File: config.mk
export PLATFORM = sky130hd
export DESIGN_NAME = ipp_seq
export DESIGN_NICKNAME = d
export VERILOG_FILES = /design/src/design/ipp_pkg.sv /design/src/design/ipp_seq.sv
export SDC_FILE = /design/constraint.sdc
export NUM_CORES = 1
export LEC_CHECK = 0
export BUFFER_PORTS_ARGS = -buffer_cell sky130_fd_sc_hd__buf_2
export CORE_MARGIN = 2
export CORE_UTILIZATION = 26
export DETAILED_ROUTE_END_ITERATION = 7
export PLACE_DENSITY_LB_ADDON = 0.05
export SYNTH_ARGS = -nofsm -noshare
export SYNTH_HDL_FRONTEND = slang
export SYNTH_SLANG_ARGS = --single-unit
File: constraint.sdc
create_clock -name i_clk -period 5.08 [get_ports i_clk]
set_clock_uncertainty 0.05 [all_clocks]
set_input_delay 0.762 -clock i_clk [delete_from_list [all_inputs] [get_ports i_clk]]
set_output_delay 0.762 -clock i_clk [all_outputs]
set_load 0.01 [all_outputs]
File: src/design/ipp_pkg.sv
`timescale 1ns / 1ps
// ----------------------------------------------------------------------------
// ipp_pkg
// Shared types and constants of the projection profile core.
// ----------------------------------------------------------------------------
package ipp_pkg;

    // Default store depths
    localparam int DEF_MAX_WIDTH  = 1024;
    localparam int DEF_MAX_HEIGHT = 1024;

    // Field widths fixed by the interface
    localparam int CFG_DATA_W = 11;
    localparam int CFG_IDX_W  = 1;
    localparam int PIX_W      = 8;
    localparam int CNT_W      = 8;
    localparam int IDX_W      = 10;

    // Configuration register indexes
    localparam logic [CFG_IDX_W-1:0] CFG_FRAME_WIDTH  = 1'b0;
    localparam logic [CFG_IDX_W-1:0] CFG_FRAME_HEIGHT = 1'b1;

    // Reset value of both size registers
    localparam logic [CFG_DATA_W-1:0] CFG_SIZE_RESET = 11'd1024;

    // Command codes
    localparam logic CMD_PIXEL = 1'b0;
    localparam logic CMD_READ  = 1'b1;

    // Background gray level
    localparam logic [PIX_W-1:0] BACKGROUND = 8'd255;

    // Column store request for one accepted item
    typedef struct packed {
        logic upd;  // pixel update of a column count
        logic inc;  // pixel is foreground
    } t_col_cmd;

    // Readout request travelling with the store read
    typedef struct packed {
        logic             valid;
        logic             is_row;
        logic [IDX_W-1:0] idx;
        logic             last;
    } t_rd_tag;

endpackage

File: src/design/ipp_seq.sv
`timescale 1ns / 1ps
// ----------------------------------------------------------------------------
// ipp_seq
// Size registers, raster and readout positions, row accumulation and the
// store clearing sweep.
// ----------------------------------------------------------------------------
module ipp_seq #(
    parameter int MAX_WIDTH  = ipp_pkg::DEF_MAX_WIDTH,
    parameter int MAX_HEIGHT = ipp_pkg::DEF_MAX_HEIGHT,
    parameter int COL_AW     = (MAX_WIDTH > 1) ? $clog2(MAX_WIDTH) : 1,
    parameter int ROW_AW     = (MAX_HEIGHT > 1) ? $clog2(MAX_HEIGHT) : 1
) (
    input  logic                           i_clk,
    input  logic                           i_rst_n,
    input  logic                           i_accept,
    input  logic                           i_command,
    input  logic [ipp_pkg::PIX_W-1:0]      i_pixel_value,
    input  logic                           i_cfg_we,
    input  logic [ipp_pkg::CFG_IDX_W-1:0]  i_cfg_idx,
    input  logic [ipp_pkg::CFG_DATA_W-1:0] i_cfg_data,
    output logic                           o_busy,
    output ipp_pkg::t_col_cmd              o_col_cmd,
    output logic [COL_AW-1:0]              o_col_addr,
    output logic                           o_col_clr_en,
    output logic [COL_AW-1:0]              o_col_clr_addr,
    output logic                           o_row_wr_en,
    output logic [ROW_AW-1:0]              o_row_wr_addr,
    output logic [ipp_pkg::CNT_W-1:0]      o_row_wr_data,
    output logic [ROW_AW-1:0]              o_row_rd_addr,
    output ipp_pkg::t_rd_tag               o_tag
);

    localparam int MAX_DEPTH = (MAX_WIDTH > MAX_HEIGHT) ? MAX_WIDTH : MAX_HEIGHT;
    localparam int CLRW      = (MAX_DEPTH > 1) ? $clog2(MAX_DEPTH) : 1;
    localparam int WBITS     = $clog2(MAX_WIDTH + 1);
    localparam int HBITS     = $clog2(MAX_HEIGHT + 1);
    localparam int RBITS     = $clog2(MAX_WIDTH + MAX_HEIGHT);

    // Configuration and frame state
    logic [ipp_pkg::CFG_DATA_W-1:0] r_cfg_w;
    logic [ipp_pkg::CFG_DATA_W-1:0] r_cfg_h;
    logic [COL_AW-1:0]              r_col,  n_col;
    logic [ROW_AW-1:0]              r_row,  n_row;
    logic [ipp_pkg::CNT_W-1:0]      r_cur,  n_cur;
    logic [RBITS-1:0]               r_rpos, n_rpos;
    logic                           r_full, n_full;
    logic                           r_clearing, n_clearing;
    logic [CLRW-1:0]                r_clr_cnt, n_clr_cnt;
    ipp_pkg::t_rd_tag               r_tag, n_tag;

    logic [WBITS-1:0]          w_eff;
    logic [HBITS-1:0]          h_eff;
    logic                      is_pix;
    logic                      is_rd;
    logic                      pix_inc;
    logic                      row_end;
    logic                      frame_end;
    logic [ipp_pkg::CNT_W-1:0] row_sum;
    logic                      rd_last;
    logic                      rd_col;
    logic [31:0]               rd_idx;

    // Effective sizes: zero acts as one, large values saturate
    always_comb begin
        if (r_cfg_w == '0) begin
            w_eff = WBITS'(1);
        end else if (32'(r_cfg_w) > 32'(MAX_WIDTH)) begin
            w_eff = WBITS'(MAX_WIDTH);
        end else begin
            w_eff = WBITS'(r_cfg_w);
        end
        if (r_cfg_h == '0) begin
            h_eff = HBITS'(1);
        end else if (32'(r_cfg_h) > 32'(MAX_HEIGHT)) begin
            h_eff = HBITS'(MAX_HEIGHT);
        end else begin
            h_eff = HBITS'(r_cfg_h);
        end
    end

    // Decode of the accepted item
    always_comb begin
        is_pix    = i_accept && (i_command == ipp_pkg::CMD_PIXEL) && !r_full;
        is_rd     = i_accept && (i_command == ipp_pkg::CMD_READ);
        pix_inc   = (i_pixel_value != ipp_pkg::BACKGROUND);
        row_end   = (32'(r_col) + 32'd1) >= 32'(w_eff);
        frame_end = (32'(r_row) + 32'd1) >= 32'(h_eff);
        row_sum   = r_cur + ipp_pkg::CNT_W'(pix_inc);
        rd_last   = 32'(r_rpos) >= (32'(w_eff) + 32'(h_eff) - 32'd1);
        rd_col    = 32'(r_rpos) < 32'(w_eff);
        priority if (rd_last) begin
            rd_idx = 32'(h_eff) - 32'd1;
        end else if (rd_col) begin
            rd_idx = 32'(r_rpos);
        end else begin
            rd_idx = 32'(r_rpos) - 32'(w_eff);
        end
    end

    // Next state of positions, readout and clearing sweep
    always_comb begin
        n_col      = r_col;
        n_row      = r_row;
        n_cur      = r_cur;
        n_rpos     = r_rpos;
        n_full     = r_full;
        n_clearing = r_clearing;
        n_clr_cnt  = r_clr_cnt;

        n_tag        = '0;
        n_tag.valid  = is_rd;
        n_tag.is_row = rd_last || !rd_col;
        n_tag.idx    = ipp_pkg::IDX_W'(rd_idx);
        n_tag.last   = rd_last;

        if (r_clearing) begin
            n_clr_cnt = r_clr_cnt + CLRW'(1);
            if (32'(r_clr_cnt) == 32'(MAX_DEPTH - 1)) begin
                n_clearing = 1'b0;
                n_clr_cnt  = '0;
            end
        end

        if (is_pix) begin
            if (row_end) begin
                n_cur = '0;
                n_col = '0;
                if (frame_end) begin
                    n_row  = '0;
                    n_full = 1'b1;
                end else begin
                    n_row = r_row + ROW_AW'(1);
                end
            end else begin
                n_cur = row_sum;
                n_col = r_col + COL_AW'(1);
            end
        end

        if (is_rd) begin
            if (rd_last) begin
                n_col      = '0;
                n_row      = '0;
                n_cur      = '0;
                n_rpos     = '0;
                n_full     = 1'b0;
                n_clearing = 1'b1;
                n_clr_cnt  = '0;
            end else begin
                n_rpos = r_rpos + RBITS'(1);
            end
        end
    end

    // Requests to the stores
    always_comb begin
        o_col_cmd.upd = is_pix;
        o_col_cmd.inc = pix_inc;
        if (is_pix) begin
            o_col_addr = r_col;
        end else begin
            o_col_addr = COL_AW'(rd_idx);
        end
        o_row_rd_addr = ROW_AW'(rd_idx);

        o_col_clr_en   = r_clearing && (32'(r_clr_cnt) < 32'(MAX_WIDTH));
        o_col_clr_addr = COL_AW'(r_clr_cnt);

        if (r_clearing) begin
            o_row_wr_en   = 32'(r_clr_cnt) < 32'(MAX_HEIGHT);
            o_row_wr_addr = ROW_AW'(r_clr_cnt);
            o_row_wr_data = '0;
        end else begin
            o_row_wr_en   = is_pix && row_end;
            o_row_wr_addr = r_row;
            o_row_wr_data = row_sum;
        end
    end

    assign o_busy = r_clearing;
    assign o_tag  = r_tag;

    // State registers
    always_ff @(posedge i_clk) begin
        if (!i_rst_n) begin
            r_cfg_w    <= ipp_pkg::CFG_SIZE_RESET;
            r_cfg_h    <= ipp_pkg::CFG_SIZE_RESET;
            r_col      <= '0;
            r_row      <= '0;
            r_cur      <= '0;
            r_rpos     <= '0;
            r_full     <= 1'b0;
            r_clearing <= 1'b1;
            r_clr_cnt  <= '0;
            r_tag      <= '0;
        end else begin
            if (i_cfg_we && (i_cfg_idx == ipp_pkg::CFG_FRAME_WIDTH)) begin
                r_cfg_w <= i_cfg_data;
            end
            if (i_cfg_we && (i_cfg_idx == ipp_pkg::CFG_FRAME_HEIGHT)) begin
                r_cfg_h <= i_cfg_data;
            end
            r_col      <= n_col;
            r_row      <= n_row;
            r_cur      <= n_cur;
            r_rpos     <= n_rpos;
            r_full     <= n_full;
            r_clearing <= n_clearing;
            r_clr_cnt  <= n_clr_cnt;
            r_tag      <= n_tag;
        end
    end

endmodule

=== After elaboration in Yosys (flattened, before gate mapping) ===
Index checks and enable logic that the tools add are counted.

* $lt $le $gt $ge: 6
* Bitwise operators: 2
* Muxes and demuxes: 37
* Add/sub/neg operators: 11
* Reduce and logical (&&, ||, !) cells: 11
* Equal/unequal tests: 2

{| class="wikitable"
|+ Operator list
! kind !! count
|-
| 10-bit 2-to-1 mux || 17
|-
| 11-bit 2-to-1 mux || 5
|-
| 8-bit 2-to-1 mux || 5
|-
| 11-bit by 32-bit greater-or-equal comparator with 1-bit output || 1
|-
| 10-bit by 1-bit adder with 10-bit output, second input constant || 3
|-
| 10-bit by 1-bit adder with 11-bit output, second input constant || 2
|-
| 11-bit greater-or-equal comparator || 2
|-
| 11-bit > comparator, second input constant || 2
|-
| 11-bit zero test || 2
|-
| 12-bit by 1-bit subtractor with 13-bit output, second input constant || 1
|-
| 11-bit by 11-bit adder with 12-bit output || 1
|-
| 11-bit by 1-bit adder with 11-bit output, second input constant || 1
|-
| 11-bit < comparator || 1
|-
| 10-bit equality test, second input constant || 1
|-
| 1-bit 2-to-1 mux || 10
|-
| 10-bit by 1-bit subtractor with 10-bit output, second input constant || 1
|-
| 10-bit subtractor || 1
|-
| 8-bit by 1-bit adder with 8-bit output || 1
|-
| 8-bit inequality test, second input constant || 1
|-
| 1-bit logical AND || 6
|-
| 1-bit zero test || 2
|-
| 1-bit inverter || 2
|-
| 1-bit logical OR || 1
|}

* Register bits: 86
* Output and inout port bits: 66
* Input bits: 25
* Word-level logic and storage cells: 82

=== Depth between registers and ports, before layout ===
* Word-level depth: 9
* Gate-level depth with buffers: 24
* Mapped depth without buffers: 22

=== Worst setup path after synthesis ===
Ideal clock, no wire load.

* Kind: register to output
* Start point: register r_cfg_h[3] in the netlist's numbering
* End point: output port o_col_addr[3]
* Buffers on the path: 2
* Stages on the path, launching flop included: 24
* Data arrival time: 4,433 ps
* Required time: 4,268 ps
* Setup slack: -165 ps
* Cell sequence: dfxtp_1 -> clkbuf_1 -> nor3_1 -> and4_1 -> o21ai_0 -> ha_1 -> inv_1 -> ha_1 -> fa_1 -> a211oi_2 -> o21bai_1 -> a21oi_1 -> o21bai_1 -> a21oi_1 -> xor2_1 -> ha_1 -> o21ai_0 -> nand2b_1 -> a21oi_1 -> a211oi_2 -> o21a_2 -> buf_4 -> a211oi_1 -> o31ai_1

* Cells in the longest elaborated chain, start to end: 8
* Elaborated cells between the ends (all ways): 10
* Those cells by class: 3 x add/sub; 2 x order compare; 4 x mux; 1 x reduce/logical

{| class="wikitable"
|+ Ends and longest elaborated chain
! element !! RTL line !! text
|-
| start, declared || ipp_seq.sv:41 || <nowiki>logic [ipp_pkg::CFG_DATA_W-1:0] r_cfg_h;</nowiki>
|-
| start signal, assigned || ipp_seq.sv:187 || <nowiki>r_cfg_h <= ipp_pkg::CFG_SIZE_RESET;</nowiki>
|-
| start signal, assigned || ipp_seq.sv:201 || <nowiki>r_cfg_h <= i_cfg_data;</nowiki>
|-
| 11-bit > comparator || ipp_seq.sv:74 || <nowiki>end else if (32'(r_cfg_h) > 32'(MAX_HEIGHT)) begin</nowiki>
|-
| 11-bit 2-to-1 mux || ipp_seq.sv:74 ||
|-
| 11-bit 2-to-1 mux (*) || ipp_seq.sv:72 || <nowiki>if (r_cfg_h == '0) begin</nowiki>
|-
| 11-bit by 11-bit adder with 12-bit output || ipp_seq.sv:89 || <nowiki>rd_last = 32'(r_rpos) >= (32'(w_eff) + 32'(h_eff) - 32'd1);</nowiki>
|-
| 12-bit by 1-bit subtractor with 13-bit output || ipp_seq.sv:89 ||
|-
| 11-bit by 32-bit greater-or-equal comparator with 1-bit output || ipp_seq.sv:89 ||
|-
| 10-bit 2-to-1 mux (*) || ipp_seq.sv:91 || <nowiki>priority if (rd_last) begin</nowiki>
|-
| 10-bit 2-to-1 mux (*) || ipp_seq.sv:159 || <nowiki>if (is_pix) begin</nowiki>
|-
| end, declared || ipp_seq.sv:23 || <nowiki>output logic [COL_AW-1:0] o_col_addr,</nowiki>
|}

Mark *: on every way between the ends. The rest lies on a longest branch, timed or not.

=== Final worst setup path ===
* Start point: register r_cfg_h[1] in the netlist's numbering
* End point: output port o_col_addr[5]

The elaborated chain is that of the path after synthesis.

==> flow_metrics.py <==
metrics = {
    "power_and_ir_drop": {
        "seqPwrFrac": 0.383,
        "power_leakage_uw": 0.003903,
        "vdd_drop_max_uv": 124.2,
        "power.share.switching": 0.3136,
        "p_total_uw": 1837,
        "p_comb_frac": 0.229,
        "power_frac_clock": 0.388,
        "switchingPower_uw": 575.9,
        "p_int_uw": 1261,
        "p_per_area_nw_per_um2": 211.3,
    },
    "synth": {
        "synth_top_family_by_area": "simple AND/OR/NAND/NOR gates",
        "yosysSeqAreaShare": 0.2608,
        "yosys_warnings": 0,
        "syn-num-nets": 956,
        "yosysUniqueCellTypes": 60,
        "ys.flop_type": "dfxtp_1",
        "async_reset_ff_frac": 0,
        "synth_edf_count": 0,
        "syn_avg_cell_area_sq_um": 7.704,
        "synth-xor-area-share": 0.06765,
        "synthAdderAreaFrac": 0.1425,
        "synth.area.mux_share": 0.02824,
        "synth_seq_cells": 86,
        "syn_inst": 857,
        "synth_compound_area_frac": 0.2018,
        "synth-simple-area-share": 0.2363,
        "synthesis.area_sq_um": 6603,
    },
    "die": {
        "start_util": 0.2637,
        "die_x_um": 163.4,
        "num_rows": 58,
        "die-area_sq_um": 26680,
        "ios": 91,
        "die-height_um": 163.4,
        "core_sq_um": 25040,
    },
    "timing": {
        "setup_viol_count_final": 20,
        "whs_ns": 0.4263,
        "tns_ns": -4.597,
        "rsz0062_at_grt": "true",
        "fmax_mhz": 185.6,
        "tightest_slew_ns": 1.048,
        "hold_viol": 0,
        "slew_headroom": 0.3007,
        "layout_setup_ws_ns": -0.3071,
        "post-route-period-util": 1.060,
        "layout_min_cycle_time_ns": 5.387,
        "slew_violations": 0,
    },
    "final_layout": {
        "drive_above_1_share": 0.2717,
        "area_growth_pct": 31.63,
        "finish.instance_area_sq_um": 8691,
        "antennaDiodeCount": 0,
        "nNetsFinal": 1110,
    },
    "critical_path": {
        "regToRegStartpoint": "r_cfg_h[1]",
        "cp.arrival_ns": 4.58,
        "rr_worst_depth": 25,
        "cp_cell_sequence": "or2_4 > nor2_2 > and4_4 > o21ai_4 > ha_2 > inv_2 > ha_4 > fa_2 > a211oi_2 > o21bai_1 > buf_4 > buf_4 > buf_4 > buf_4 > a41oi_2 > mux2i_1 > o21a_4 > a211oi_2 > o31ai_1 > buf_2",
        "reg2reg_to": "o_col_clr_addr[3]",
        "startpoint": "r_cfg_h[1]",
        "startpoint_type": "register",
        "crit_path_end": "o_col_addr[5]",
        "max_stage_delay_ns": 0.70,
        "worst_setup_path_end_kind": "output pin",
        "critical_path.slowest_cell": "mux2i_1",
        "worst-setup-path-type": "reg -> out",
        "crit_top_cell": "buf_4",
        "crit_fanout": 5,
        "rrSetupSlack_ns": 0.56,
        "cp_data_required_time_ns": 4.27,
    },
    "global_routing": {
        "grt-ovfl-total": 0,
        "grt_pass1_vias": 6317,
        "grt_max_degree": 34,
        "grt_pass1_wl_um": 37300,
        "antenna_found_initial": 0,
        "grtUsageTotal": 0.1834,
    },
    "clocking": {
        "cts_made_buffers": 9,
        "clk_latency_ns": 0.35,
        "htree_levels": 3,
        "cts_tree": "built",
        "cts_buffer_depth": 2,
        "ctsHoldBuffers": 0,
        "cts_root_buf": "clkbuf_16",
        "clk_pin_slew_worst_paths_ns": 0.08,
        "cts_num_sinks": 86,
    },
    "placement": {
        "placed_area_sq_um": 7929,
        "post-dp-hpwl_um": 18520,
        "place_congestion": 0.7945,
        "pre_cts_slack_ns": -0.3450,
        "portBuffers": 90,
    },
    "drt": {
        "routed_via_density": 4.827,
        "first_pass_iters": 5,
        "vias": 6497,
        "drc": 0,
        "route.antenna.remaining_nets": 0,
        "drt-total-wl_um": 23920,
        "dr.first_iter.drc_count": 277,
        "wire_per_inst_um": 17.77,
    },
    "status": {
        "violations": "negative setup slack",
        "status": "finished, violations left",
    },
    "job": {
        "maxCapViolCount": 0,
    },
    "worst_hold_path": {
        "hp-class": "reg -> reg",
    },
}
[cells by family after synthesis]
kind of cell               count (synthesis)
buffers and inverters                     92
and+or+nand+nor                          323
muxes                                     17
AOI/OAI and AO/OA                        214
adders and majority gates                 74
xor gates and xnor gates                  51
DFF                                       86
[metal layers]
layer	vias up	global-route usage	routed length (um)
li1	3341	-	-
met1	3041	0.2491	11440
met2	100	0.3111	11550
met3	15	0.02031	642
met4	0	0.04224	285
met5	-	0	0
[critical path, delay by kind of cell (launching register included)]
family / cells / cell delay, ns
AO/OA/AOI/OAI: 7 / 1.43
multiplexers: 1 / 0.70
flip-flops: 1 / 0.32
buffers and inverters: 6 / 0.75
adder cells (fa/ha/maj): 3 / 0.68
AND/OR/NAND/NOR: 3 / 0.31
[how the worst min path moves through the flow]
stage | startpoint | end | slack [ns] | cells past startpoint
final | r_cfg_w[1] | r_cfg_w[1] | 0.43 | 2
after global routing | r_full | r_full | 0.46 | 2
after CTS | r_full | r_full | 0.43 | 2
after detailed placement | r_full | r_full | 0.41 | 2
after global placement | r_full | r_full | 0.40 | 2
after floorplan | r_full | r_full | 0.38 | 2
[power by group through the flow]
stage	clock, uW	combinational, uW	sequential (uW)
final	713	421	703
after global routing	758	467	705
after CTS	742	412	703
after detailed placement	0	379	719
after global placement	0	382	719
after floorplan	0	228	719
[per-stage QoR]
step / util / cells
3_5_place_dp: 0.3167 / 1314
4_1_cts: 0.3389 / 1338
2_1_floorplan: - / 857
6_report: 0.3471 / 1346
3_3_place_gp: 0.3167 / 1314
5_1_grt: 0.3471 / 1346
[cell usage in the layout (no fill, tap or decap), types with 4 or more instances in the layout]
| master | count |
|---|---|
| xor2_1 | 29 |
| and3_1 | 27 |
| o21ai_1 | 4 |
| a211oi_4 | 5 |
| buf_2 | 86 |
| buf_6 | 15 |
| ha_1 | 69 |
| nand4_1 | 8 |
| nand3b_1 | 21 |
| mux2_2 | 11 |
| nor2b_1 | 9 |
| nor3_1 | 21 |
| a21oi_1 | 76 |
| o21ai_0 | 47 |
| mux2i_1 | 4 |
| o211ai_1 | 7 |
| o21a_1 | 4 |
| xnor2_1 | 22 |
| buf_4 | 84 |
| inv_1 | 44 |
| clkbuf_16 | 9 |
| a21oi_2 | 4 |
| nand2b_1 | 6 |
| dfxtp_1 | 83 |
| a31oi_1 | 4 |
| nand3_1 | 22 |
| nor2_2 | 6 |
| nor2_1 | 66 |
| a211oi_2 | 6 |
| nand2_1 | 105 |
| a211oi_1 | 15 |
| and2_1 | 5 |
| a21o_1 | 8 |
[synth_stat cells, drive strengths merged (5+ instances only)]
library cell,n,area share
a21o,8,0.0091
nand4,8,0.0076
and2,5,0.0047
a21oi,80,0.061
ha,72,0.14
nand2b,6,0.0057
inv,46,0.026
o21a,5,0.0059
nand3b,21,0.024
dfxtp,86,0.26
mux2,13,0.022
nor2,75,0.043
o21ai,55,0.042
xnor2,22,0.029
nand3,22,0.017
xor2,29,0.038
buf,26,0.025
and3,29,0.027
nand2,105,0.060
nor3,26,0.020
o211ai,7,0.0080
nor2b,9,0.0085
clkbuf,20,0.011
a211oi,26,0.031
[state kept, by name, summed over array words and instances, names as in the netlist, 8 cells and up]
register	cells
o_tag	13
o_col_clr_addr	10
r_cfg_w	11
r_col	10
r_cur	8
r_rpos	11
r_row	10
r_cfg_h	11
[what timing repair did]
action                                 4_1_cts  5_1_grt
gates resized for setup                     40       38
endpoints found under the hold margin        0        0
cloned                                       1        0
setup buffers                                7        8
pin swaps                                   23       20
setup endpoints to repair                   20       20
[area by class of cell]
cell class / instances / area, sq um
fillers: 2721 / 16350
multi-input cells: 680 / 4790
flip-flops and latches: 86 / 1725
repair buffers: 188 / 1290
well taps: 330 / 412.9
clock buffers: 10 / 229.0
inverters: 46 / 172.7
clock inverters: 6 / 71.32
No activity file was read; power rests on OpenSTA's default activity.
